==> src/rtl/scba_pkg.sv <==
// Shared types, constants and size-class functions of the size-class block allocator.
package scba_pkg;

	localparam int unsigned POOL_BYTES      = 1048576;
	localparam int unsigned MAX_CLASS_BYTES = 32768;
	localparam int unsigned CLASS_COUNT     = 40;
	localparam int unsigned GRANULE_BYTES   = 16;

	localparam int unsigned SMALL_STEP    = 16;
	localparam int unsigned SMALL_MAX     = 128;
	localparam int unsigned SMALL_CLASSES = 8;
	localparam int unsigned MIN_PAGE      = 4096;
	localparam int unsigned FIRST_LOG2    = 7;
	localparam int unsigned SUB_BASE      = 5;

	localparam int unsigned STEP_SHIFT = $clog2(SMALL_STEP);
	localparam int unsigned GRAN_SHIFT = $clog2(GRANULE_BYTES);

	localparam int unsigned ADDR_W  = 20;
	localparam int unsigned SIZE_W  = 24;
	localparam int unsigned CLS_W   = 6;
	localparam int unsigned BYTES_W = 16;
	localparam int unsigned USED_W  = 21;
	localparam int unsigned PAGE_W  = 21;

	localparam int unsigned APB_DATA_W = 32;
	localparam int unsigned APB_ADDR_W = 2;

	localparam logic [APB_ADDR_W-1:0] ADDR_PAGE_BYTES = 2'd0;

	typedef enum logic [0:0] {
		CMD_ALLOC = 1'b0,
		CMD_FREE  = 1'b1
	} cmd_t;

	typedef enum logic [1:0] {
		STAT_OK        = 2'd0,
		STAT_ZERO      = 2'd1,
		STAT_EXHAUSTED = 2'd2,
		STAT_OVERSIZE  = 2'd3
	} status_t;

	typedef struct packed {
		cmd_t               command;
		logic [SIZE_W-1:0]  request_size;
		logic [ADDR_W-1:0]  block_address;
	} req_t;

	typedef struct packed {
		logic [ADDR_W-1:0]  result_address;
		status_t            status;
		logic [CLS_W-1:0]   class_index;
		logic [BYTES_W-1:0] block_bytes;
		logic [USED_W-1:0]  used_bytes;
	} rsp_t;

	// Map a byte size to its class; CLASS_COUNT marks oversize, zero maps to class 0.
	function automatic logic [CLS_W-1:0] size_class(input logic [SIZE_W-1:0] size);
		logic [SIZE_W-1:0] v;
		int unsigned p;
		int unsigned sub;
		int unsigned cls;
		v = size - SIZE_W'(1);
		p = FIRST_LOG2;
		for (int i = FIRST_LOG2 + 1; i < SIZE_W; i++) begin
			if (v[i]) p = i;
		end
		sub = int'(v[p-2 +: 2]);
		cls = SMALL_CLASSES + (p - FIRST_LOG2) * 4 + sub;
		if (size == '0) return '0;
		if (size <= SIZE_W'(SMALL_MAX)) return CLS_W'(v >> STEP_SHIFT);
		if (size > SIZE_W'(MAX_CLASS_BYTES)) return CLS_W'(CLASS_COUNT);
		if (cls >= CLASS_COUNT) return CLS_W'(CLASS_COUNT);
		return CLS_W'(cls);
	endfunction

	// Block bytes of a class.
	function automatic logic [BYTES_W-1:0] class_size(input logic [CLS_W-1:0] cls);
		logic [CLS_W-1:0] rel;
		int unsigned sh;
		rel = cls - CLS_W'(SMALL_CLASSES);
		sh = FIRST_LOG2 + int'(rel >> 2) - 2;
		if (cls < CLS_W'(SMALL_CLASSES)) return BYTES_W'((int'(cls) + 1) * SMALL_STEP);
		return BYTES_W'((SUB_BASE + int'(rel[1:0])) << sh);
	endfunction

endpackage

==> src/rtl/scba_ctrl.sv <==
// Request sequencer: class decode, list pop and push, bump carving, usage and result register.
module scba_ctrl #(
	parameter int unsigned POOL_BYTES = scba_pkg::POOL_BYTES,
	parameter int unsigned GRAN_W     = 16
) (
	input  logic                                     clk,
	input  logic                                     arst_n,
	input  logic [scba_pkg::PAGE_W-1:0]              page_bytes,
	input  logic                                     req_valid,
	output logic                                     req_stall,
	input  scba_pkg::req_t                           req,
	output logic                                     rsp_valid,
	input  logic                                     rsp_stall,
	output scba_pkg::rsp_t                           rsp,
	output logic                                     head_rd_en,
	output logic [$clog2(scba_pkg::CLASS_COUNT)-1:0] head_rd_addr,
	input  logic [GRAN_W:0]                          head_rd_entry,
	output logic                                     head_wr_en,
	output logic [$clog2(scba_pkg::CLASS_COUNT)-1:0] head_wr_addr,
	output logic [GRAN_W:0]                          head_wr_entry,
	output logic                                     link_rd_en,
	output logic [GRAN_W-1:0]                        link_rd_addr,
	input  logic [GRAN_W:0]                          link_rd_data,
	output logic                                     link_wr_en,
	output logic [GRAN_W-1:0]                        link_wr_addr,
	output logic [GRAN_W:0]                          link_wr_data
);
	import scba_pkg::*;

	localparam int unsigned CUR_W   = $clog2(POOL_BYTES + 1);
	localparam int unsigned PAY_W   = PAGE_W + 1;
	localparam int unsigned SUM_W   = (CUR_W > PAY_W ? CUR_W : PAY_W) + 1;
	localparam int unsigned HEAD_AW = $clog2(CLASS_COUNT);
	localparam logic [USED_W-1:0] USED_MAX = '1;

	typedef enum logic [1:0] {
		S_IDLE,
		S_HEAD,
		S_POP
	} state_t;

	state_t state_q;

	// effective page size: at least the minimum page, rounded up to a granule
	logic [PAGE_W-1:0] page_floor;
	logic [PAY_W-1:0]  page_eff;

	assign page_floor = (page_bytes < PAGE_W'(MIN_PAGE)) ? PAGE_W'(MIN_PAGE) : page_bytes;
	assign page_eff   = (PAY_W'(page_floor) + PAY_W'(GRANULE_BYTES - 1))
		& ~PAY_W'(GRANULE_BYTES - 1);

	// front decode of the incoming item
	logic               take;
	logic [CLS_W-1:0]   cls_f;
	logic [BYTES_W-1:0] blk_f;
	logic [PAY_W-1:0]   pay_f;
	logic               zero_f;
	logic               over_f;

	assign req_stall = !(state_q == S_IDLE || state_q == S_POP);
	assign take      = req_valid && !req_stall;
	assign cls_f     = size_class(req.request_size);
	assign blk_f     = class_size(cls_f);
	assign zero_f    = (req.request_size == '0);
	assign over_f    = !zero_f && (cls_f >= CLS_W'(CLASS_COUNT));
	assign pay_f     = (PAY_W'(blk_f) > page_eff) ? PAY_W'(blk_f) : page_eff;

	assign head_rd_en   = take && !zero_f && !over_f;
	assign head_rd_addr = HEAD_AW'(cls_f);

	cmd_t               cmd_s1;
	logic               zero_s1;
	logic               over_s1;
	logic [CLS_W-1:0]   cls_s1;
	logic [BYTES_W-1:0] blk_s1;
	logic [PAY_W-1:0]   pay_s1;
	logic [GRAN_W-1:0]  gidx_s1;

	always_ff @(posedge clk) begin
		if (take) begin
			cmd_s1  <= req.command;
			zero_s1 <= zero_f;
			over_s1 <= over_f;
			cls_s1  <= cls_f;
			blk_s1  <= blk_f;
			pay_s1  <= pay_f;
			gidx_s1 <= GRAN_W'(req.block_address >> GRAN_SHIFT);
		end
	end

	// list head and bump decision
	logic [CUR_W-1:0]  cursor_q;
	logic [CUR_W-1:0]  page_limit_q;
	logic [CUR_W-1:0]  pool_top_q;
	logic [USED_W-1:0] used_q;
	logic [USED_W-1:0] peak_q;
	logic              rsp_valid_q;
	rsp_t              rsp_q;

	logic              head_valid;
	logic [GRAN_W-1:0] head_idx;
	logic              act;
	logic              alloc;
	logic              dealloc;
	logic              pop;
	logic              bump;
	logic              need_page;
	logic              fits;
	logic              bump_ok;
	logic              fail;
	logic [SUM_W-1:0]  page_end;
	logic [CUR_W-1:0]  base;
	logic [USED_W:0]   used_sum;
	logic [USED_W-1:0] used_next;
	logic              rsp_free;
	logic              commit;
	rsp_t              rsp_d;

	assign head_valid = head_rd_entry[GRAN_W];
	assign head_idx   = head_rd_entry[GRAN_W-1:0];
	assign act        = !zero_s1 && !over_s1;
	assign alloc      = act && (cmd_s1 == CMD_ALLOC);
	assign dealloc    = act && (cmd_s1 == CMD_FREE);
	assign pop        = alloc && head_valid;
	assign bump       = alloc && !head_valid;
	assign need_page  = SUM_W'(page_limit_q - cursor_q) < SUM_W'(blk_s1);
	assign page_end   = SUM_W'(pool_top_q) + SUM_W'(pay_s1);
	assign fits       = page_end <= SUM_W'(POOL_BYTES);
	assign bump_ok    = bump && (!need_page || fits);
	assign fail       = bump && !bump_ok;
	assign base       = need_page ? pool_top_q : cursor_q;
	assign used_sum   = (USED_W + 1)'(used_q) + (USED_W + 1)'(blk_s1);

	always_comb begin
		used_next = used_q;
		if (pop || bump_ok) begin
			used_next = (used_sum > (USED_W + 1)'(USED_MAX)) ? USED_MAX : used_sum[USED_W-1:0];
		end else if (dealloc) begin
			used_next = (used_q > USED_W'(blk_s1)) ? used_q - USED_W'(blk_s1) : '0;
		end
	end

	always_comb begin
		rsp_d = '0;
		if (pop) begin
			rsp_d.result_address = ADDR_W'({head_idx, {GRAN_SHIFT{1'b0}}});
		end else if (bump_ok) begin
			rsp_d.result_address = ADDR_W'(base);
		end
		if (zero_s1) begin
			rsp_d.status = STAT_ZERO;
		end else if (over_s1) begin
			rsp_d.status = STAT_OVERSIZE;
		end else if (fail) begin
			rsp_d.status = STAT_EXHAUSTED;
		end else begin
			rsp_d.status = STAT_OK;
		end
		rsp_d.class_index = cls_s1;
		rsp_d.block_bytes = (pop || bump_ok || dealloc) ? blk_s1 : '0;
		rsp_d.used_bytes  = used_next;
	end

	assign rsp_free = !rsp_valid_q || !rsp_stall;
	assign commit   = (state_q == S_HEAD) && rsp_free;

	// memory traffic: push on free, link read on pop, head write-back in the following cycle
	assign link_wr_en    = commit && dealloc;
	assign link_wr_addr  = gidx_s1;
	assign link_wr_data  = head_rd_entry;
	assign link_rd_en    = commit && pop;
	assign link_rd_addr  = head_idx;
	assign head_wr_en    = (commit && dealloc) || (state_q == S_POP);
	assign head_wr_addr  = HEAD_AW'(cls_s1);
	assign head_wr_entry = (state_q == S_POP) ? link_rd_data : {1'b1, gidx_s1};

	always_ff @(posedge clk or negedge arst_n) begin
		if (!arst_n) begin
			state_q     <= S_IDLE;
			rsp_valid_q <= 1'b0;
			rsp_q       <= '0;
		end else begin
			unique case (state_q)
				S_IDLE: begin
					if (take) state_q <= S_HEAD;
				end
				S_HEAD: begin
					if (rsp_free) state_q <= pop ? S_POP : S_IDLE;
				end
				S_POP: begin
					state_q <= take ? S_HEAD : S_IDLE;
				end
				default: begin
					state_q <= S_IDLE;
				end
			endcase
			if (commit) begin
				rsp_q       <= rsp_d;
				rsp_valid_q <= 1'b1;
			end else if (!rsp_stall) begin
				rsp_valid_q <= 1'b0;
			end
		end
	end

	always_ff @(posedge clk or negedge arst_n) begin
		if (!arst_n) begin
			cursor_q     <= '0;
			page_limit_q <= '0;
			pool_top_q   <= '0;
			used_q       <= '0;
			peak_q       <= '0;
		end else if (commit) begin
			if (bump_ok) begin
				if (need_page) begin
					// open a new page at the pool top, drop the old tail
					page_limit_q <= CUR_W'(page_end);
					pool_top_q   <= CUR_W'(page_end);
					cursor_q     <= pool_top_q + CUR_W'(blk_s1);
				end else begin
					cursor_q <= cursor_q + CUR_W'(blk_s1);
				end
			end
			used_q <= used_next;
			if (used_next > peak_q) peak_q <= used_next;
		end
	end

	assign rsp_valid = rsp_valid_q;
	assign rsp       = rsp_q;

endmodule

==> config.mk <==
export PLATFORM = sky130hd
export DESIGN_NAME = scba_ctrl
export DESIGN_NICKNAME = d
export VERILOG_FILES = /design/src/rtl/scba_pkg.sv /design/src/rtl/scba_ctrl.sv
export SDC_FILE = /design/constraint.sdc
export NUM_CORES = 1
export LEC_CHECK = 0
export ABC_AREA = 1
export BUFFER_PORTS_ARGS = -buffer_cell sky130_fd_sc_hd__buf_2
export CAP_MARGIN = 20
export CORE_UTILIZATION = 38
export CTS_BUF_LIST = sky130_fd_sc_hd__clkbuf_8
export CTS_CLUSTER_DIAMETER = 80
export CTS_CLUSTER_SIZE = 25
export DETAILED_ROUTE_END_ITERATION = 8
export HOLD_SLACK_MARGIN = 0.05
export RECOVER_POWER = 100
export SLEW_MARGIN = 20
export SYNTH_ARGS = -nofsm -noshare
export SYNTH_HDL_FRONTEND = slang
export SYNTH_SLANG_ARGS = --single-unit
export TNS_END_PERCENT = 10
==> constraint.sdc <==
create_clock -name clk -period 16.6 [get_ports clk]
set_input_delay 0.83 -clock clk [delete_from_list [all_inputs] [get_ports clk]]
set_output_delay 0.83 -clock clk [all_outputs]
set_load 0.03 [all_outputs]
=== Yosys cells after proc, flatten, opt, wreduce, memory -nomap -nowiden ===
Index checks and enable logic that the tools add are counted.

* Shift operators: 2
* Muxes and demuxes: 59
* Equality and inequality tests: 5
* Order comparisons: 11
* Bitwise gates (word level): 1
* Reductions and logical operators: 37
* $add $sub $neg: 17

{| class="wikitable"
|+ Operators with widths
! kind !! number
|-
| 32-bit 2-to-1 mux || 7
|-
| 21-bit 2-to-1 mux || 6
|-
| 16-bit 2-to-1 mux || 4
|-
| 20-bit 2-to-1 mux || 3
|-
| 6-bit 2-to-1 mux || 8
|-
| 21-bit by 16-bit adder with 21-bit output || 2
|-
| 24-bit by 33-bit variable part select with 2-bit output || 1
|-
| 32-bit by 2-bit adder with 32-bit output || 1
|-
| 4-bit by 32-bit adder with 32-bit output, first input constant || 1
|-
| 32-bit by 6-bit greater-or-equal comparator with 1-bit output, second input constant || 1
|-
| 4-bit 2-to-1 mux || 8
|-
| 4-bit by 32-bit << shifter with 16-bit output || 1
|-
| 32-bit by 2-bit subtractor with 32-bit output, second input constant || 1
|-
| 30-bit by 3-bit subtractor with 30-bit output, second input constant || 1
|-
| 24-bit by 16-bit > comparator with 1-bit output, second input constant || 1
|-
| 24-bit by 8-bit less-or-equal comparator with 1-bit output, second input constant || 1
|-
| 24-bit logical NOT || 1
|-
| 24-bit by 1-bit subtractor with 24-bit output, second input constant || 1
|-
| 21-bit by 22-bit adder with 23-bit output || 1
|-
| 23-bit by 21-bit less-or-equal comparator with 1-bit output, second input constant || 1
|-
| 23-bit by 16-bit < comparator with 1-bit output || 1
|-
| 21-bit by 16-bit adder with 22-bit output || 1
|-
| 21-bit by 4-bit adder with 22-bit output, second input constant || 1
|-
| 16-bit by 22-bit > comparator with 1-bit output || 1
|-
| 29 further kinds || 77
|}

* Output and inout bits: 149
* Flip-flop bits (word level): 173
* Bits of input ports: 104

=== Depth between registers and ports, before layout ===
* Word-level depth: 36
* Gate-level depth with buffers: 58
* Mapped depth without buffers: 56

=== Worst setup path after synthesis ===
OpenSTA, ideal clock, no wires.

* Path type: input -> register
* From: input port req[20] (netlist bit)
* To: register pay_s1[0], data pin
* Stages on the path: 38
* Data required time: 16.343 ns
* Setup time: 0.257 ns
* Arrival time: 6.754 ns
* Setup slack: 9.589 ns
* Path buffers: 2
* Cell sequence: inv_1 ha_1 nand2_2 nor2_4 nand3_1 nor3_2 nand2_1 xor2_1 nand2_1 o21bai_1 a21oi_2 inv_2 ha_1 or2_1 nand2_1 inv_1 ha_1 or2_1 (+2 left out) nor2_8 nand4_2 inv_1 ha_1 nor2_1 inv_1 nand2_1 buf_2 o21ai_0 and3_1 ha_1 nand2_1 or4_1 nor3_1 nand2_4 o21bai_4 buf_6 nor2_1

* Cells in the longest elaborated chain, start to end: 35

{| class="wikitable"
|+ Ends and longest elaborated chain
! what !! RTL line !! RTL
|-
| start: declaration || scba_ctrl.sv:11 || <nowiki>input scba_pkg::req_t req,</nowiki>
|-
| 24-bit by 1-bit subtractor with 24-bit output || scba_pkg.sv:63 || <nowiki>v = size - SIZE_W'(1);</nowiki>
|-
| 4-bit 2-to-1 mux (8 in series) || scba_pkg.sv:66 || <nowiki>if (v[i]) p = i;</nowiki>
|-
| 5-bit 2-to-1 mux || scba_pkg.sv:66 ||
|-
| 32-bit 2-to-1 mux (7 in series) || scba_pkg.sv:66 ||
|-
| 30-bit by 3-bit subtractor with 30-bit output / 32-bit by 2-bit subtractor with 32-bit output (equally long branches) || scba_pkg.sv:69, scba_pkg.sv:68 ||
|-
| 4-bit by 32-bit adder with 32-bit output / 24-bit by 33-bit variable part select with 2-bit output (equally long branches) || scba_pkg.sv:69, scba_pkg.sv:68 ||
|-
| 32-bit by 2-bit adder with 32-bit output || scba_pkg.sv:69 || <nowiki>cls = SMALL_CLASSES + (p - FIRST_LOG2) * 4 + sub;</nowiki>
|-
| 32-bit by 6-bit greater-or-equal comparator with 1-bit output || scba_pkg.sv:73 || <nowiki>if (cls >= CLASS_COUNT) return CLS_W'(CLASS_COUNT);</nowiki>
|-
| (+8 left out) || n/a ||
|-
| net head_rd_addr (one bit) || scba_ctrl.sv:16 || <nowiki>output logic [$clog2(scba_pkg::CLASS_COUNT)-1:0] head_rd_addr,</nowiki>
|-
| 6-bit by 4-bit subtractor with 6-bit output || scba_pkg.sv:81 || <nowiki>rel = cls - CLS_W'(SMALL_CLASSES);</nowiki>
|-
| 3-bit by 4-bit adder with 5-bit output || scba_pkg.sv:82 || <nowiki>sh = FIRST_LOG2 + int'(rel >> 2) - 2;</nowiki>
|-
| 5-bit by 2-bit subtractor with 6-bit output || scba_pkg.sv:82 ||
|-
| 4-bit by 32-bit << shifter with 16-bit output || scba_pkg.sv:84 || <nowiki>return BYTES_W'((SUB_BASE + int'(rel[1:0])) << sh);</nowiki>
|-
| 16-bit 2-to-1 mux (*) || scba_pkg.sv:84 ||
|-
| net blk_f[14] || scba_ctrl.sv:55 || <nowiki>logic [BYTES_W-1:0] blk_f;</nowiki>
|-
| 16-bit by 22-bit > comparator with 1-bit output (*) || scba_ctrl.sv:66 || <nowiki>assign pay_f = (PAY_W'(blk_f) > page_eff) ? PAY_W'(blk_f) : page_eff;</nowiki>
|-
| end signal: assignment || scba_ctrl.sv:86 || <nowiki>pay_s1 <= pay_f;</nowiki>
|-
| end: declaration || scba_ctrl.sv:76 || <nowiki>logic [PAY_W-1:0] pay_s1;</nowiki>
|}

The timed path passes the listed nets; every way through them passes the cells marked *. The select of a mux whose other input is x is not followed.
A chain may end at the register's enable or synchronous reset.

=== Worst setup path after layout ===
* From: register pool_top_q[0]
* To: register rsp_q, in the netlist rsp[35]

* Cells in the longest elaborated chain, start to end: 8

{| class="wikitable"
|+ Ends and longest elaborated chain
! what !! RTL line !! RTL
|-
| start: declaration || scba_ctrl.sv:94 || <nowiki>logic [CUR_W-1:0] pool_top_q;</nowiki>
|-
| start signal: assignment || scba_ctrl.sv:218 || <nowiki>pool_top_q <= CUR_W'(page_end);</nowiki>
|-
| 21-bit by 21-bit subtractor with 22-bit output || n/a ||
|-
| 23-bit by 16-bit < comparator with 1-bit output || n/a ||
|-
| 1-bit logical NOT || n/a ||
|-
| 1-bit logical OR (*) || scba_ctrl.sv:129 || <nowiki>assign bump_ok = bump && (!need_page || fits);</nowiki>
|-
| 1-bit logical AND (*) || scba_ctrl.sv:129 ||
|-
| 1-bit logical OR (*) (2 in series) || scba_ctrl.sv:160 || <nowiki>rsp_d.block_bytes = (pop || bump_ok || dealloc) ? blk_s1 : '0;</nowiki>
|-
| 16-bit 2-to-1 mux (*) || scba_ctrl.sv:160 ||
|-
| end signal: assignment || scba_ctrl.sv:198 || <nowiki>rsp_q <= rsp_d;</nowiki>
|-
| end: declaration || scba_ctrl.sv:98 || <nowiki>rsp_t rsp_q;</nowiki>
|}

Mark *: on every way between the ends. The rest lies on a longest branch, timed or not.

==> results.ini <==
[worst_setup_path]
worstSetupEndpoint = rsp[35]
r2r-start = pool_top_q[0]
criticalPathCategory = reg2reg
critPathBufInv = 7
worst_setup_path_end_kind = register
cp.depth = 33
crit_arrival_ns = 10.50
worstPathMaxFanout = 54
r2r-end = rsp[35]
critPathLaunchType = register
r2r_cells = 33
cpMostUsedCell = nand2_1
rrSetupSlack_ns = 6.49
required_ns = 17.00
cp_slowest_cell = clkbuf_1
cp-startpoint = pool_top_q[0]
path_delay_family = buffers and inverters
max_stage_delay_ns = 1.56

[timing]
setup_tns_ns = 0
tightest_slew_ns = 3.50
setup_viol = 0
fin_crit_ns = 10.11
fmaxAchievable_mhz = 98.9
slew_headroom_pct = -133
period_share_pct = 60.9
final-max-slew-violation-count = 313
rsz0062_at_grt = no
skew_ns = 0.0228
finalHoldViolCount = 0

[global_routing]
overflow = 0
grt_pass1_wl_mm = 66.3
grt_pass1_vias = 12900
grt_max_degree = 64
antenna_found_initial = 0
track_usage_pct = 21.3

[route]
vias = 13700
drtPass1Iterations = 5
remaining_drc_errors = 0
wire_per_inst_um = 15.1
antenna_left = 0
drt-total-wl_mm = 41.4
drt_iter0_drc = 854
routed_via_density = 5.02

[cells_and_area]
drive_above_1_share_pct = 9.57
nets = 2454
final-seq-area_um2 = 4640
area_growth_syn_to_layout_pct = 10.4
multi_input_comb_area_um2 = 8610
stdcell_area_um2 = 16400
final_cell_count_no_fill = 2736
diodes = 0
fill_cells = 4066
final_common_cell = nand2_1
most-common-layout-cells = 500 x nand2_1, 251 x inv_1, 157 x clkbuf_1
fin_util_pct = 43.0

[cts]
cts.reportedPaths.clkPinSlew_ns = 0.10
cts_tree = yes
cts.sinks = 173
postCtsSetupBuffers = 0
clock_latency_ns = 0.51
postCtsHoldBufs = 0
cts_buffer_depth = 2
root_buffer = clkbuf_8
h-tree-depth = 4
cts_buffers = 17
cts_resized = 0

[pwr]
p_sw_uw = 450
seq_power_share_pct = 43.5
leakage_uw = 0.00805
power_frac_comb_pct = 30.2
internal_power_uw = 706
p_per_area_nw_per_um2 = 70.7
netSwitchingFraction_pct = 38.9
clkPwrFrac_pct = 26.3
peakVddDrop_v = 0.0000535

[synthesis]
synthFlopType = dfrtp_1
synth_edf_count = 63
syn_area_per_cell_um2 = 7.33
synth_cell_types = 65
ys_ff_latch = 173
syn_area_um2 = 14800
yosysSeqAreaShare_pct = 31.3
syn-num-nets = 2264
yosysWarningCount = 0
synthArstFlopShare_pct = 63.6
synth_cells = 2022

[run]
cap_violations = 6

[place]
postPlaceCellArea_um2 = 16300
placedCellCount = 2704
gp_congestion = 0.920
port_buffers = 248
post-dp-hpwl_mm = 32.7

[floorplan]
core_area_um2 = 38000
fp.dieH_um = 199
die_w_um = 199
die-area_um2 = 39800
io_pins = 253
initial_utilization_pct = 39.0
rows = 71

[min_path]
whs_path_depth = 2
min_path_type = reg2reg

[status]
failed_checks = max-capacitance violations, max-slew violations
outcome = complete, but fails checks

-- worst min path at each step --
stage | slack [ns] | endpoint | from
after global routing | 0.45 | link_wr_addr[11] | req[15]
after CTS | 0.40 | used_q[15] | arst_n
after global placement | 0.45 | rsp[42] | rsp[42]
final | 0.48 | rsp[44] | rsp[44]
after floorplan | 0.45 | rsp[37] | head_wr_addr[0]
after detailed placement | 0.46 | rsp[42] | head_wr_addr[5]
-- metal layers --
metal / global-route usage, % / part of all wire (%)
met1: 27.9 / 47
met2: 36.0 / 46
met3: 3.19 / 4.6
met4: 6.50 / 2.6
met5: 0 / 0
-- logic make-up (layout without fill, tap and decap cells) --
family                   after synthesis  after routing  share of synthesized area (%)
flip-flops                           173            173                           31.3
AO/OA/AOI/OAI                        342            342                           13.1
adder cells (fa/ha/maj)              138            138                           11.9
multiplexers                           7              7                          0.524
XOR/XNOR                              85             85                           5.13
AND/OR/NAND/NOR                      926            926                           27.8
buffers and inverters                351            554                           10.2
-- power groups by stage --
stage / logic (µW) / clock network, µW / registers (µW)
floorplan: 233 / 0 / 536
global placement: 352 / 0 / 510
detailed placement: 356 / 0 / 509
CTS: 358 / 313 / 501
global route: 392 / 330 / 507
finish: 349 / 304 / 503
-- tightest hold or removal path: stages (launching register included) --
cell     delay, ns
dfrtp_1       0.35
nand2_1       0.05
nand2_1       0.05
-- cell type report --
class	count	share of cell area, %
clock buffers	17	1.43
clock inverters	15	0.857
inverters	266	6.14
multi-input cells	1498	52.6
flip-flops and latches	173	28.4
well taps	511	3.91
repair buffers	256	6.63
-- synthesized netlist by cell type, drive strengths merged (2+ instances only) --
cell type | number | share of area [%]
mux2 | 6 | 0.46
and2 | 3 | 0.13
o31ai | 9 | 0.46
a21boi | 4 | 0.20
o21a | 5 | 0.25
o21bai | 10 | 0.58
and3 | 3 | 0.13
fa | 5 | 0.68
nand4 | 26 | 1.1
o21ai | 146 | 5.0
a21oi | 122 | 4.2
inv | 263 | 6.7
clkinv | 3 | 0.11
a211oi | 3 | 0.15
xor2 | 65 | 3.9
a32o | 3 | 0.20
o211ai | 15 | 0.76
nor2 | 169 | 4.9
a22o | 2 | 0.12
a221oi | 2 | 0.12
nand2 | 531 | 14
xnor2 | 20 | 1.2
nand3b | 6 | 0.33
nand3 | 148 | 5.3
nor3 | 18 | 0.64
or2 | 10 | 0.42
a31oi | 11 | 0.46
a21o | 3 | 0.15
dfrtp | 110 | 19
nor4 | 11 | 0.46
o22ai | 2 | 0.084
edfxtp | 63 | 13
buf | 55 | 2.7
clkbuf | 30 | 0.76
ha | 133 | 11
-- per-stage QoR --
stage / setup WS (ns) / hold WS, ns / power, µW
floorplan: 9.59 / 0.453 / 769
global placement: 7.90 / 0.451 / 861
detailed placement: 7.87 / 0.460 / 866
CTS: 8.39 / 0.401 / 1170
global route: 5.31 / 0.451 / 1230
finish: 6.49 / 0.483 / 1160
-- registers in the layout, summed over array words and instances, names as in the netlist, 6 cells and up --
| register | cells |
|---|---|
| cursor_q | 21 |
| link_wr_addr | 16 |
| blk_s1 | 16 |
| head_wr_addr | 6 |
| pool_top_q | 21 |
| pay_s1 | 22 |
| rsp | 44 |
| used_q | 21 |
Power figures use the tool's default switching activity.
