`src/rtl/scba_pkg.sv`:
```
// Shared types, constants and size-class functions of the size-class block allocator.
package scba_pkg;

	localparam int unsigned POOL_BYTES      = 1048576;
	localparam int unsigned MAX_CLASS_BYTES = 32768;
	localparam int unsigned CLASS_COUNT     = 40;
	localparam int unsigned GRANULE_BYTES   = 16;

	localparam int unsigned SMALL_STEP    = 16;
	localparam int unsigned SMALL_MAX     = 128;
	localparam int unsigned SMALL_CLASSES = 8;
	localparam int unsigned MIN_PAGE      = 4096;
	localparam int unsigned FIRST_LOG2    = 7;
	localparam int unsigned SUB_BASE      = 5;

	localparam int unsigned STEP_SHIFT = $clog2(SMALL_STEP);
	localparam int unsigned GRAN_SHIFT = $clog2(GRANULE_BYTES);

	localparam int unsigned ADDR_W  = 20;
	localparam int unsigned SIZE_W  = 24;
	localparam int unsigned CLS_W   = 6;
	localparam int unsigned BYTES_W = 16;
	localparam int unsigned USED_W  = 21;
	localparam int unsigned PAGE_W  = 21;

	localparam int unsigned APB_DATA_W = 32;
	localparam int unsigned APB_ADDR_W = 2;

	localparam logic [APB_ADDR_W-1:0] ADDR_PAGE_BYTES = 2'd0;

	typedef enum logic [0:0] {
		CMD_ALLOC = 1'b0,
		CMD_FREE  = 1'b1
	} cmd_t;

	typedef enum logic [1:0] {
		STAT_OK        = 2'd0,
		STAT_ZERO      = 2'd1,
		STAT_EXHAUSTED = 2'd2,
		STAT_OVERSIZE  = 2'd3
	} status_t;

	typedef struct packed {
		cmd_t               command;
		logic [SIZE_W-1:0]  request_size;
		logic [ADDR_W-1:0]  block_address;
	} req_t;

	typedef struct packed {
		logic [ADDR_W-1:0]  result_address;
		status_t            status;
		logic [CLS_W-1:0]   class_index;
		logic [BYTES_W-1:0] block_bytes;
		logic [USED_W-1:0]  used_bytes;
	} rsp_t;

	// Map a byte size to its class; CLASS_COUNT marks oversize, zero maps to class 0.
	function automatic logic [CLS_W-1:0] size_class(input logic [SIZE_W-1:0] size);
		logic [SIZE_W-1:0] v;
		int unsigned p;
		int unsigned sub;
		int unsigned cls;
		v = size - SIZE_W'(1);
		p = FIRST_LOG2;
		for (int i = FIRST_LOG2 + 1; i < SIZE_W; i++) begin
			if (v[i]) p = i;
		end
		sub = int'(v[p-2 +: 2]);
		cls = SMALL_CLASSES + (p - FIRST_LOG2) * 4 + sub;
		if (size == '0) return '0;
		if (size <= SIZE_W'(SMALL_MAX)) return CLS_W'(v >> STEP_SHIFT);
		if (size > SIZE_W'(MAX_CLASS_BYTES)) return CLS_W'(CLASS_COUNT);
		if (cls >= CLASS_COUNT) return CLS_W'(CLASS_COUNT);
		return CLS_W'(cls);
	endfunction

	// Block bytes of a class.
	function automatic logic [BYTES_W-1:0] class_size(input logic [CLS_W-1:0] cls);
		logic [CLS_W-1:0] rel;
		int unsigned sh;
		rel = cls - CLS_W'(SMALL_CLASSES);
		sh = FIRST_LOG2 + int'(rel >> 2) - 2;
		if (cls < CLS_W'(SMALL_CLASSES)) return BYTES_W'((int'(cls) + 1) * SMALL_STEP);
		return BYTES_W'((SUB_BASE + int'(rel[1:0])) << sh);
	endfunction

endpackage

```
`src/rtl/scba_heads.sv`:
```
// Free-list head memory: one entry per size class, valid bits, read bypass.
module scba_heads #(
	parameter int unsigned ENTRY_W = 17
) (
	input  logic                                 clk,
	input  logic                                 arst_n,
	input  logic                                 rd_en,
	input  logic [$clog2(scba_pkg::CLASS_COUNT)-1:0] rd_addr,
	output logic [ENTRY_W-1:0]                   rd_entry,
	input  logic                                 wr_en,
	input  logic [$clog2(scba_pkg::CLASS_COUNT)-1:0] wr_addr,
	input  logic [ENTRY_W-1:0]                   wr_entry
);
	import scba_pkg::*;

	logic [ENTRY_W-1:0]     mem [CLASS_COUNT];
	logic [CLASS_COUNT-1:0] written_q;
	logic [ENTRY_W-1:0]     rd_q;
	logic                   rd_valid_q;

	always_ff @(posedge clk) begin
		if (wr_en) mem[wr_addr] <= wr_entry;
	end

	always_ff @(posedge clk or negedge arst_n) begin
		if (!arst_n) begin
			written_q  <= '0;
			rd_valid_q <= 1'b0;
		end else begin
			if (wr_en) written_q[wr_addr] <= 1'b1;
			if (rd_en) begin
				// forward a write that lands on the same class in this cycle
				if (wr_en && wr_addr == rd_addr) begin
					rd_valid_q <= 1'b1;
				end else begin
					rd_valid_q <= written_q[rd_addr];
				end
			end
		end
	end

	always_ff @(posedge clk) begin
		if (rd_en) begin
			if (wr_en && wr_addr == rd_addr) begin
				rd_q <= wr_entry;
			end else begin
				rd_q <= mem[rd_addr];
			end
		end
	end

	// a class never written reads as an empty list
	assign rd_entry = rd_valid_q ? rd_q : '0;

endmodule

```
`config.mk`:
```
export PLATFORM = sky130hd
export DESIGN_NAME = scba_heads
export DESIGN_NICKNAME = d
export VERILOG_FILES = /design/src/rtl/scba_pkg.sv /design/src/rtl/scba_heads.sv
export SDC_FILE = /design/constraint.sdc
export NUM_CORES = 1
export LEC_CHECK = 0
export BUFFER_PORTS_ARGS = -buffer_cell sky130_fd_sc_hd__buf_2
export CAP_MARGIN = 40
export CORE_MARGIN = 5
export CORE_UTILIZATION = 45
export DETAILED_ROUTE_END_ITERATION = 10
export PLACE_DENSITY = 0.65
export SLEW_MARGIN = 10
export SYNTH_ARGS = -nofsm -noshare
export SYNTH_HDL_FRONTEND = slang
export SYNTH_SLANG_ARGS = --single-unit
```
`constraint.sdc`:
```
create_clock -name clk -period 2.45 [get_ports clk]
set_input_delay 0.3675 -clock clk [delete_from_list [all_inputs] [get_ports clk]]
set_output_delay 0.3675 -clock clk [all_outputs]
set_load 0.005 [all_outputs]
```
# Word level (Yosys, flattened, before mapping)
# Memories as Yosys holds them, arrays and structs flattened. A register that Yosys moved wholly into a read port is not among the register bits.
# Cells that the tools add are included.
# totals
elab_cells	18
memories	1
inputBits	33
mem_bits_rw	680
reg_bits	41
# mem_list
memory	depth	word_bits	read_ports	rd_clocked_by_memory_dff	write_ports	line	text
mem	40	17	1	1	1	scba_heads.sv:16	logic [ENTRY_W-1:0] mem [CLASS_COUNT];
# classes
n_eq_ne	1
n_mux	8
n_lt_le_gt_ge	3
n_reduce_logical	2
bitwise_logic	1
# ops
operator	n
bitwise OR 40 bit	1
two-way mux 17 bit	1
< comparator 6 x 7 -> 1 bit, second input constant	2
binary-select mux 1 bit (select 6 bit)	1
demux 1 bit (select 6 bit)	1
equality test 6 bit	1
>= comparator 6 x 1 -> 1 bit, second input constant	1
two-way mux 1 bit	5
logical AND 1 bit	2

# Depth between registers and ports, before layout
# Gate-level depths: netlist (run 1).
# logic_depth
ltp_word	5
depth_mapped	11
ltp_nobuf	5

# Worst setup path before layout (run 1)
# No wires, ideal clock.
# synth_path
kind	input -> register
startpoint	input wr_addr[2] (netlist bit)
endpoint	memory mem[16][0] (enable)
stages	3
path_buffers	1
setup_slack_ns	-0.184
t_arrival_ns	2.220
setup_time_ns	0.414
required_time_ns	2.036
cell_sequence	clkbuf_1 or3_1 nor3_1
# synth_lines
element	line	text
start: declaration	scba_heads.sv:11	input logic [$clog2(scba_pkg::CLASS_COUNT)-1:0] wr_addr,
end: declaration	scba_heads.sv:16	
# No word-level cell before the write port.

==> results.txt, run 1 <==
----------------------------------------------------
[Global route]
  Largest net degree at the start of global routing ... 42
  Vias in the first global route ... 15,000
  Number of antenna violations at the first check in global routing ... 3
  Total GRT Usage ... between 20% and 30%
  Wire length of the first global-routing pass ... roughly 110,000 um
  Total gr overflow ... 0

[Floorplan]
  Die outline width ... roughly 260 um
  Core footprint ... approximately 0.063 mm^2
  Floorplan row count ... between 90 and 100
  Initial core utilization ... between 40 and 50%
  Area of the die ... between 0.06 and 0.07 mm^2
  Height of the chip ... 263 um
  Number of ports placed on the die boundary ... 50

[Power]
  Power density normalized to cell area ... around 800 mW/mm^2
  Static leakage ... around 11 nW
  Peak supply drop ... 0.646 mV

[Route]
  Vias per cell ... between 5 and 6
  1st-pass router iterations ... 5
  Number of nets with antenna violations after routing ... 0
  Routed WL ... roughly 73,000 um
  Final routed DRC violation total ... 0
  Drt initial violations ... around 1,700
  Overall via count from detail_route ... 14,800
  Wire length per cell after detailed routing ... approximately 29 um

[Timing]
  Headroom to the max-slew limit ... roughly 41%
  Final hold violation count ... 0
  Part of the cycle the worst path needs ... between 90% and 100%
  Accumulated negative setup slack ... 0 ns
  Post-layout min period ... 2.38 ns
  Worst Clk Skew ... 0.0179 ns
  Maximum achievable frequency ... approximately 0.42 GHz
  Number of slew-limit violations in the final report ... 0
  Unrepaired setup endpoints after global routing ... no
  Minimum hold slack ... roughly 0.18 ns
  Worst Max-Slew Pin Slew ... roughly 0.9 ns
  Post-layout worst setup margin ... about 0.071 ns
  Number of setup violations in the final report ... 0

[Yosys]
  Top_reg_cell synth ... edfxtp_1
  Part of the Yosys area used for sequential elements ... between 70% and 80%
  EDFF count, synth ... between 600 and 700
  Synthesized instance count ... ~1,400
  Async S/R FF share, synth ... 5.56%
  Syn_nets ... around 1,400
  Synthesized flop and latch total ... 738
  Mapped cell area ... between 0.02 and 0.03 mm^2
  Number of synthesis warnings ... 0
  Post-synthesis cell type count ... between 40 and 50
  Syn Area/Cell ... 21.0 um^2

[Critical path]
  Worst Path Required ... between 2 and 3 ns
  Crit path launch type ... register
  Setup crit end kind ... register
  Largest fanout of any net on the critical path ... 1
  Arrival time of data at the critical path endpoint ... 2.73 ns
  Type of the worst setup path ... register to register

[Run status]
  Run status ... completed

[Clocking]
  Clock Sinks ... ~740
  Clock transition at the register clock pins on the worst setup and hold paths after CTS ... 0.06 ns
  CTS tree ... yes
  Level count of the clock H-tree ... 3
  CTS Root Cell ... clkbuf_16
  Post-cts sizing count ... 0
  Clock buffers created by TritonCTS ... just over 70
  Clk_lat worst skew ... roughly 0.60 ns
  Maximum number of buffers from clock root to sink ... 3

[Hold path]
  Path category of the worst min-delay check ... primary input to register

[Placement]
  Cell count after placement ... about 2,400
  Final weighted congestion in routability-driven placement ... 0.922
  Detailed Place HPWL ... ~47,000 um
  Worst-case setup slack after placement ... -0.387 ns
  Total of buffers placed on input and output ports ... 49

[Finish]
  Sequential cell area ... about 0.022 mm^2
  Final net count ... between 1,500 and 2,000
  Cell Count, Final, Fillers Out ... 2,504
  Fillers ... between 4,000 and 5,000
  Combined area of the multi-input logic cells ... about 0.0065 mm^2
  Synth-to-layout area growth ... 18.2%
  Fraction of final layout cells with drive strength greater than 1 ... approximately 35%
  Antenna Cells ... 0

[Run]
  Max Cap Viol ... 0

----------------------------------------------------
==> path summary, 6_finish.rpt <==
path | start | to | slack [ns] | depth (start not counted)
worst max-delay path | mem[0][4] | rd_q[4] | 0.07 | 7
max in group asynchronous | arst_n | written_q[16] | 1.60 | 3
worst max register to register | mem[0][4] | rd_q[4] | 0.07 | 7
worst min register to register | written_q[39] | written_q[39] | 0.46 | 1
worst min-delay path | wr_addr[2] | written_q[20] | 0.18 | 2
min in group asynchronous | arst_n | written_q[8] | 0.22 | 2
==> layer usage <==
layer | vias up | track usage (%) | wire length [um]
li1 | 6127 | - | -
met1 | 7857 | 29.0 | 29300
met2 | 646 | 33.1 | 34800
met3 | 120 | 4.58 | 6160
met4 | 2 | 6.47 | 2220
met5 | - | 0 | 20
==> cells in the final DEF, fill, tap and decap left out, types with 4 or more instances in the layout <==
cell,instances
a31o_2,4
buf_4,136
a31oi_1,7
xnor2_1,6
a21oi_1,11
and3_1,4
a22oi_1,17
clkinv_2,8
or3_1,4
a2111oi_0,9
clkbuf_8,5
nand2b_1,4
nand4_1,4
edfxtp_1,697
nand3_1,14
bufinv_16,8
nor4_1,4
dfrtp_1,41
o21ai_0,5
or2_2,38
nor2_1,39
clkbuf_1,16
mux2i_1,43
buf_12,41
nor2_2,24
nor2b_1,19
buf_2,46
mux4_2,159
mux2_2,13
clkinvlp_4,4
mux4_1,13
nand2_1,55
clkinv_1,11
o22ai_1,16
clkbuf_16,78
a221o_1,9
and2_1,18
==> critical path, stage by stage, from the launching register on <==
cell,delay [ns]
edfxtp_1,0.37
mux4_2,0.46
nor2b_1,0.15
a2111oi_0,0.49
buf_4,0.19
nor4_1,0.04
buf_4,0.15
a221o_1,0.30
==> report_power, final <==
| group | total [mW] | internal [mW] | switching, mW | leakage, nW |
|---|---|---|---|---|
| sequential | 14.2 | 14.0 | 0.117 | 6.80 |
| clock | 11.4 | 6.78 | 4.60 | 1.19 |
| combinational | 1.77 | 0.780 | 0.991 | 3.41 |
| total | 27.3 | 21.6 | 5.70 | 11.4 |
==> area by class of cell <==
type	count	share of cell area [%]
clock buffers	98	6.07
clock inverters	34	1.14
multi-input cells	558	19.0
repair buffers	226	6.20
inverters	4	0.0441
flip-flops and latches	738	64.5
well taps	846	3.11
==> synthesized netlist by cell type, types with 4 or more instances <==
cell type  number  area, um^2
nand2b_1        4        25.0
mux4_2        159        3580
a21oi_1        11        55.1
buf_4          13        97.6
xnor2_1         6        52.6
nor2b_1        19         119
or3_1           4        25.0
or2_2          38         238
o22ai_1        16         100
a31o_2          4        35.0
and2_1         18         113
nor2_1         63         236
nand3_1        14        70.1
nand2_1        55         206
clkbuf_1       20        75.1
and3_1          4        25.0
dfrtp_1        41        1030
buf_2          24         120
a221o_1         9        90.1
a22oi_1        17         128
a2111oi_0       9        78.8
o21ai_0         5        25.0
a31oi_1         7        43.8
buf_12          4        80.1
buf_1           4        15.0
nand4_1         4        25.0
buf_6           4        45.0
nor4_1          4        25.0
mux2_2         13         146
mux4_1         13         342
edfxtp_1      697       20900
mux2i_1        43         430
==> cells by family (layout without fill, tap and decap cells) <==
family / after synthesis / after routing / synth area share (%)
compound gates: 94 / 94 / 2.45
simple gates: 230 / 230 / 3.90
flops: 738 / 738 / 76.2
xor+xnor: 6 / 6 / 0.182
buf+inv: 76 / 362 / 1.64
mux: 228 / 228 / 15.6
==> metrics by stage <==
step / instance area, um^2 / utilization [%] / power (mW)
final: 34100 / 53.9 / 27.3
after global placement: 31600 / 50.0 / 16.2
after CTS: 34100 / 53.9 / 27.5
after floorplan: 28800 / - / 15.3
after detailed placement: 31600 / 50.0 / 16.2
after global routing: 34100 / 53.9 / 28.2
==> registers in the layout, indices dropped and copies added, names as in the netlist <==
register,flops
rd_valid_q,1
mem,680
rd_q,17
written_q,40
==> repair_timing <==
action,CTS,global route
hold buffers,1,0
setup buffers,0,0
endpoints found under the hold margin,11,0
setup endpoints to repair,0,0
No activity file was read; power rests on OpenSTA's default activity.
==> inputs of run 2 (changes only) <==
--- a/config.mk
+++ b/config.mk
@@ -7,3 +7,2 @@
 export LEC_CHECK = 0
-export BUFFER_PORTS_ARGS = -buffer_cell sky130_fd_sc_hd__buf_2
 export CAP_MARGIN = 40
@@ -12,3 +11,5 @@
 export DETAILED_ROUTE_END_ITERATION = 10
+export DONT_BUFFER_PORTS = 1
 export PLACE_DENSITY = 0.65
+export SKIP_LAST_GASP = 1
 export SLEW_MARGIN = 10
==> constraint.sdc (replaced) <==
create_clock -name clk -period 2.45 [get_ports clk]
set_input_delay 0.245 -clock clk [delete_from_list [all_inputs] [get_ports clk]]
set_output_delay 0.245 -clock clk [all_outputs]
set_load 0.005 [all_outputs]
==> results.txt, run 2 (synthesized netlist as in run 1, its figures left out) <==
----------------------------------------------------
[Run status]
  Run status ... completed

[Finish]
  Fraction of final layout cells with drive strength greater than 1 ... 29.4% (-5.2 points)
  Final net count ... 1,534 (-6.1%)
  Synth-to-layout area growth ... 15.0%
  Register containing the most flip-flops in the final layout ... mem
  Most common library cell in the layout ignoring fill and taps ... edfxtp_1
  Largest registers ... mem x680, written_q x40, rd_q x17
  Max reg flops ... 680 (unchanged)
  Top library cells by usage in the layout, fill and taps aside ... 697 x edfxtp_1, 159 x mux4_2, 79 x clkbuf_16, 79 x buf_4, 55 x nand2_1

[Critical path]
  Largest stage delay, worst path ... 0.56 ns (+0.07 ns)
  Setup crit end kind ... register
  Type of the worst setup path ... register to register
  Crit path launch type ... register
  Crit-path cells ... mux4_2 -> a32oi_1 -> a41o_1 -> a31oi_1 -> dlygate4sd3_1
  Number of cells on the worst reg-to-reg path ... 5 (-2)
  Reg2Reg Launch Point ... written_q[15]
  Flop2flop setup slack ... 0.07 ns (about the same)
  Stages on worst setup path ... 5 (-2)
  FF-to-FF End ... rd_valid_q
  Arrival time of data at the critical path endpoint ... 2.87 ns (+0.14 ns)
  Worst Path Required ... 2.94 ns (+0.14 ns)
  Largest fanout of any net on the critical path ... 2 (+1)
  Critical path capture point ... rd_valid_q
  Cell family contributing the most delay on the critical path ... compound AO/OA/AOI/OAI gates
  Count of buffering cells on the critical path with inverters included ... 1 (-1)
  Master of the slowest instance on the critical path ... dlygate4sd3_1
  Launching instance or port of the critical path ... written_q[15]

[Global route]
  Global Route met2 Usage ... 31.3% (-1.8 points)
  Met1 track demand over resource ... 28.3% (-0.78 points)
  Wire length of the first global-routing pass ... 102,000 um (-3.3%)
  Total GRT Usage ... 19.8% (-0.90 points)
  Largest net degree at the start of global routing ... 177 (+320%)
  Vias in the first global route ... 14,500 (-3.4%)
  Number of antenna violations at the first check in global routing ... 6 (+3)
  Total gr overflow ... 0 (unchanged)
  Fraction of met3 tracks used by global routing ... 5.18% (+0.60 points)
  Most used routing layer ... met2

[Timing]
  Headroom to the max-slew limit ... 46.6% (+5.9 points)
  Unrepaired setup endpoints after global routing ... no
  Accumulated negative setup slack ... 0 ns (unchanged)
  Worst Clk Skew ... 0.0183 ns (+0.000358 ns)
  Minimum hold slack ... 0.0356 ns (-0.145 ns)
  Worst Max-Slew Pin Slew ... 0.794 ns (-0.0957 ns)
  Maximum achievable frequency ... 0.420 GHz (about the same)
  Number of setup violations in the final report ... 0 (unchanged)
  Part of the cycle the worst path needs ... 97.1% (about the same)
  Number of slew-limit violations in the final report ... 0 (unchanged)
  Final hold violation count ... 0 (unchanged)
  Post-layout min period ... 2.38 ns (-0.000718 ns)

[Route]
  Wire length per cell after detailed routing ... 28.8 um (-0.63%)
  Vias per cell ... 5.95 (+1.1%)
  Drt initial violations ... 1,539 (-9.8%)
  Number of nets with antenna violations after routing ... 0 (unchanged)
  Overall via count from detail_route ... 14,300 (-2.8%)
  Routed WL ... 69,300 um (-4.4%)
  Final routed DRC violation total ... 0 (unchanged)
  1st-pass router iterations ... 5 (unchanged)

[Run]
  Max Cap Viol ... 0 (unchanged)

[Clocking]
  Post-cts sizing count ... 0 (unchanged)
  Clk_lat worst skew ... 0.60 ns (about the same)
  Maximum number of buffers from clock root to sink ... 3 (unchanged)
  Clock Sinks ... 738 (unchanged)
  CTS tree ... yes
  CTS Root Cell ... clkbuf_16
  Clock buffers created by TritonCTS ... 74 (+2.8%)
  Count of hold buffers inserted by post-cts repair ... 44 (+43)
  Level count of the clock H-tree ... 3 (unchanged)
  Clock transition at the register clock pins on the worst setup and hold paths after CTS ... 0.06 ns (about the same)
  Number of post-CTS setup repair buffers ... 0 (unchanged)

[Floorplan]
  Number of ports placed on the die boundary ... 50 (unchanged)
  Initial core utilization ... 45.6% (unchanged)
  Die outline width ... 263 um (unchanged)
  Area of the die ... 0.0692 mm^2 (unchanged)
  Height of the chip ... 263 um (unchanged)
  Floorplan row count ... 92 (unchanged)
  Core footprint ... 0.0632 mm^2 (unchanged)

[Placement]
  Final weighted congestion in routability-driven placement ... 0.870 (-5.7%)
  Total of buffers placed on input and output ports ... 0 (-100%)
  Detailed Place HPWL ... 40,100 um (-15%)

[Hold path]
  Path category of the worst min-delay check ... primary input to register

[Power]
  Power density normalized to cell area ... 794 mW/mm^2 (-0.91%)
  Peak supply drop ... 0.879 mV (+36%)
  Static leakage ... 10.8 nW (-4.9%)

----------------------------------------------------
## run 2: cell types whose count changed in the layout (fill, tap and decap cells not counted), sizes merged
cell	change
buf	-124
dlygate4sd3	+24
bufinv	-6
clkbuf	+6
clkinv	+4
diode	+4
clkinvlp	-3
## run 2: power by group
group          switching (mW)  internal (mW)
combinational           0.652          0.664
clock                    4.53           6.33
sequential              0.113           14.0
## run 2: layout make-up
cell class | count | area, um^2
Inverter | 4 | 15.0
Sequential cell | 738 | 22000
Clock inverter | 29 | 193
Fill cell | 4844 | 30100
Clock buffer | 105 | 2150
Timing Repair Buffer | 125 | 1270
Multi-Input combinational cell | 558 | 6480
Antenna cell | 4 | 10.0
Tap cell | 846 | 1060
## run 2: worst min-delay path by stage
| stage | from | endpoint | slack [ns] | cells after the start |
|---|---|---|---|---|
| after floorplan | arst_n | rd_valid_q | -0.05 | 0 |
| after global placement | arst_n | written_q[15] | -0.05 | 0 |
| after detailed placement | arst_n | written_q[14] | -0.05 | 0 |
| after CTS | wr_addr[2] | written_q[21] | 0.0004 | 2 |
| after global routing | wr_addr[2] | written_q[21] | 0.02 | 2 |
| final | wr_addr[2] | written_q[21] | 0.04 | 2 |
## run 2: worst register-to-register path: stages, from the launching register on
cell           delay, ns
dfrtp_1             0.38
mux4_2              0.51
a32oi_1             0.42
a41o_1              0.31
a31oi_1             0.09
dlygate4sd3_1       0.56
## run 2: routing by layer
metal / up-vias / wire, um
li1: 5931 / -
met4: 4 / 1360
met5: - / 29
met1: 7613 / 28000
met3: 114 / 6570
met2: 681 / 33400
## run 2: metrics by stage
step	utilization, %	power (mW)	instances	instance area [um^2]	worst slack, ns
after floorplan	-	15.3	1372	28800	0.101
after global placement	47.7	15.4	2226	30100	0.130
after detailed placement	47.7	15.4	2227	30100	0.151
after CTS	52.4	26.5	2405	33100	0.105
after global routing	52.4	27.1	2407	33100	0.0335
final	52.4	26.3	2409	33100	0.0716
==> inputs of run 3 (changes only) <==
Settings changed: MAX_ROUTING_LAYER set to met4.
==> results.txt, run 3 (synthesized netlist as in run 1, its figures left out) <==
----------------------------------------------------
[Clocking]
  CTS tree ... yes
  Level count of the clock H-tree ... 3 (unchanged)
  Post-cts sizing count ... 0 (unchanged)
  Clk_lat worst skew ... 0.60 ns (about the same)
  Clock Sinks ... 738 (unchanged)
  Maximum number of buffers from clock root to sink ... 3 (unchanged)
  CTS Root Cell ... clkbuf_16
  Clock transition at the register clock pins on the worst setup and hold paths after CTS ... 0.06 ns (about the same)
  Clock buffers created by TritonCTS ... 74 (unchanged)

[Critical path]
  Cell family contributing the most delay on the critical path ... compound AO/OA/AOI/OAI gates
  Reg2Reg Launch Point ... written_q[15]
  Setup crit end kind ... register
  Type of the worst setup path ... register to register
  Crit-path cells ... mux4_2 -> a32oi_1 -> a41o_1 -> a31oi_1 -> dlygate4sd3_1
  Master of the slowest instance on the critical path ... dlygate4sd3_1
  Largest fanout of any net on the critical path ... 2 (unchanged)
  Arrival time of data at the critical path endpoint ... 2.87 ns (about the same)
  Count of buffering cells on the critical path with inverters included ... 1 (unchanged)
  Number of cells on the worst reg-to-reg path ... 5 (unchanged)
  Worst Path Required ... 2.94 ns (about the same)
  Crit path launch type ... register
  Launching instance or port of the critical path ... written_q[15]
  Flop2flop setup slack ... 0.07 ns (about the same)
  FF-to-FF End ... rd_valid_q
  Largest stage delay, worst path ... 0.56 ns (about the same)

[Timing]
  Minimum hold slack ... 0.0400 ns (+0.00445 ns)
  Part of the cycle the worst path needs ... 97.1% (about the same)
  Accumulated negative setup slack ... 0 ns (unchanged)
  Maximum achievable frequency ... 0.420 GHz (about the same)
  Headroom to the max-slew limit ... 46.1% (-0.46 points)
  Unrepaired setup endpoints after global routing ... no
  Number of setup violations in the final report ... 0 (unchanged)
  Post-layout min period ... 2.38 ns (+0.000383 ns)
  Worst Max-Slew Pin Slew ... 0.801 ns (+0.00686 ns)
  Number of slew-limit violations in the final report ... 0 (unchanged)
  Worst Clk Skew ... 0.0162 ns (-0.00206 ns)
  Final hold violation count ... 0 (unchanged)

[Finish]
  Fillers ... 4,841 (-0.062%)
  Register containing the most flip-flops in the final layout ... mem
  Largest registers ... mem x680, written_q x40, rd_q x17
  Fraction of final layout cells with drive strength greater than 1 ... 29.4% (unchanged)
  Final net count ... 1,534 (unchanged)
  Synth-to-layout area growth ... 15.1% (about the same)
  Combined area of the multi-input logic cells ... 0.00648 mm^2 (unchanged)
  Cell Count, Final, Fillers Out ... 2,414 (+0.21%)
  Sequential cell area ... 0.0220 mm^2 (unchanged)
  Top library cells by usage in the layout, fill and taps aside ... 697 x edfxtp_1, 159 x mux4_2, 79 x clkbuf_16, 79 x buf_4, 55 x nand2_1
  Most common library cell in the layout ignoring fill and taps ... edfxtp_1
  Max reg flops ... 680 (unchanged)

[Hold path]
  Hold_sp ... wr_entry[5]
  Depth of the worst hold-timing path ... 2 (unchanged)
  Hold worst-path end ... rd_q[5]
  Path category of the worst min-delay check ... primary input to register

[Power]
  Peak supply drop ... 0.880 mV (about the same)
  Power density normalized to cell area ... 794 mW/mm^2 (about the same)
  Static leakage ... 10.8 nW (unchanged)

[Run status]
  Run status ... completed

[Run]
  Max Cap Viol ... 0 (unchanged)

[Placement]
  Cell count after placement ... 2,227 (unchanged)
  Total of buffers placed on input and output ports ... 0 (unchanged)
  Detailed Place HPWL ... 40,100 um (unchanged)
  Final weighted congestion in routability-driven placement ... 0.885 (+1.7%)

[Floorplan]
  Area of the die ... 0.0692 mm^2 (unchanged)
  Die outline width ... 263 um (unchanged)
  Floorplan row count ... 92 (unchanged)
  Height of the chip ... 263 um (unchanged)
  Initial core utilization ... 45.6% (unchanged)
  Number of ports placed on the die boundary ... 50 (unchanged)
  Core footprint ... 0.0632 mm^2 (unchanged)

[Route]
  Routed WL ... 69,500 um (+0.31%)
  Overall via count from detail_route ... 14,400 (+0.12%)
  Drt initial violations ... 1,605 (+4.3%)
  Number of nets with antenna violations after routing ... 0 (unchanged)
  1st-pass router iterations ... 6 (+1)
  Final routed DRC violation total ... 0 (unchanged)
  Wire length per cell after detailed routing ... 28.8 um (+0.11%)
  Vias per cell ... 5.95 (about the same)

[Global route]
  Total GRT Usage ... 20.4% (+0.60 points)
  Wire length of the first global-routing pass ... 102,000 um (about the same)
  Number of antenna violations at the first check in global routing ... 7 (+1)
  Largest net degree at the start of global routing ... 177 (unchanged)
  Vias in the first global route ... 14,400 (-0.21%)
  Total gr overflow ... 0 (unchanged)

----------------------------------------------------
-- run 3: per-layer routing --
metal	vias up	part of all wire, %	track usage [%]
met4	0	2.1	4.30
met1	7629	41	28.0
li1	5935	-	-
met3	114	9.4	5.38
met5	-	0	-
met2	682	48	31.6
-- run 3: cell type report --
class | count | share of cell area, %
clock inverter | 29 | 0.581
timing repair buffer | 125 | 3.83
inverter | 4 | 0.0453
multi-input combinational | 558 | 19.6
tap | 846 | 3.19
sequential | 738 | 66.2
antenna | 9 | 0.0679
clock buffer | 105 | 6.50
-- run 3: worst max path at each step --
| stage | slack, ns | to | cells past startpoint |
|---|---|---|---|
| 2_1_floorplan | 0.10 | mem[20][0] | 5 |
| 3_3_place_gp | 0.13 | rd_q[4] | 6 |
| 3_5_place_dp | 0.15 | rd_q[2] | 6 |
| 4_1_cts | 0.10 | rd_valid_q | 5 |
| 5_1_grt | 0.03 | rd_q[2] | 6 |
| 6_report | 0.07 | rd_valid_q | 5 |
-- run 3: through the flow --
step | instance area [um^2] | worst slack, ns | util (%) | power (mW)
after global placement | 30100 | 0.130 | 47.7 | 15.4
final | 33200 | 0.0713 | 52.5 | 26.3
after CTS | 33100 | 0.105 | 52.4 | 26.5
after detailed placement | 30100 | 0.151 | 47.7 | 15.4
after global routing | 33100 | 0.0322 | 52.5 | 27.1
after floorplan | 28800 | 0.101 | - | 15.3
-- run 3: power by group --
| group | total, mW | internal, mW | leakage (nW) | switching (mW) |
|---|---|---|---|---|
| Sequential | 14.1 | 14.0 | 6.80 | 0.112 |
| Clock | 10.9 | 6.33 | 1.16 | 4.53 |
| Combinational | 1.32 | 0.664 | 2.88 | 0.654 |
| Total | 26.3 | 21.0 | 10.8 | 5.29 |
-- run 3: repair_timing --
item	CTS	global route
endpoints found under the hold margin	758	0
hold buffers	44	0
setup buffers	0	0
-- run 3: worst reg2reg max path: cells and delay by family (launching register included) --
family	cells	cell delay, ns
AOI/OAI and AO/OA	3	0.83
buffers and inverters	1	0.56
muxes	1	0.50
DFF	1	0.38
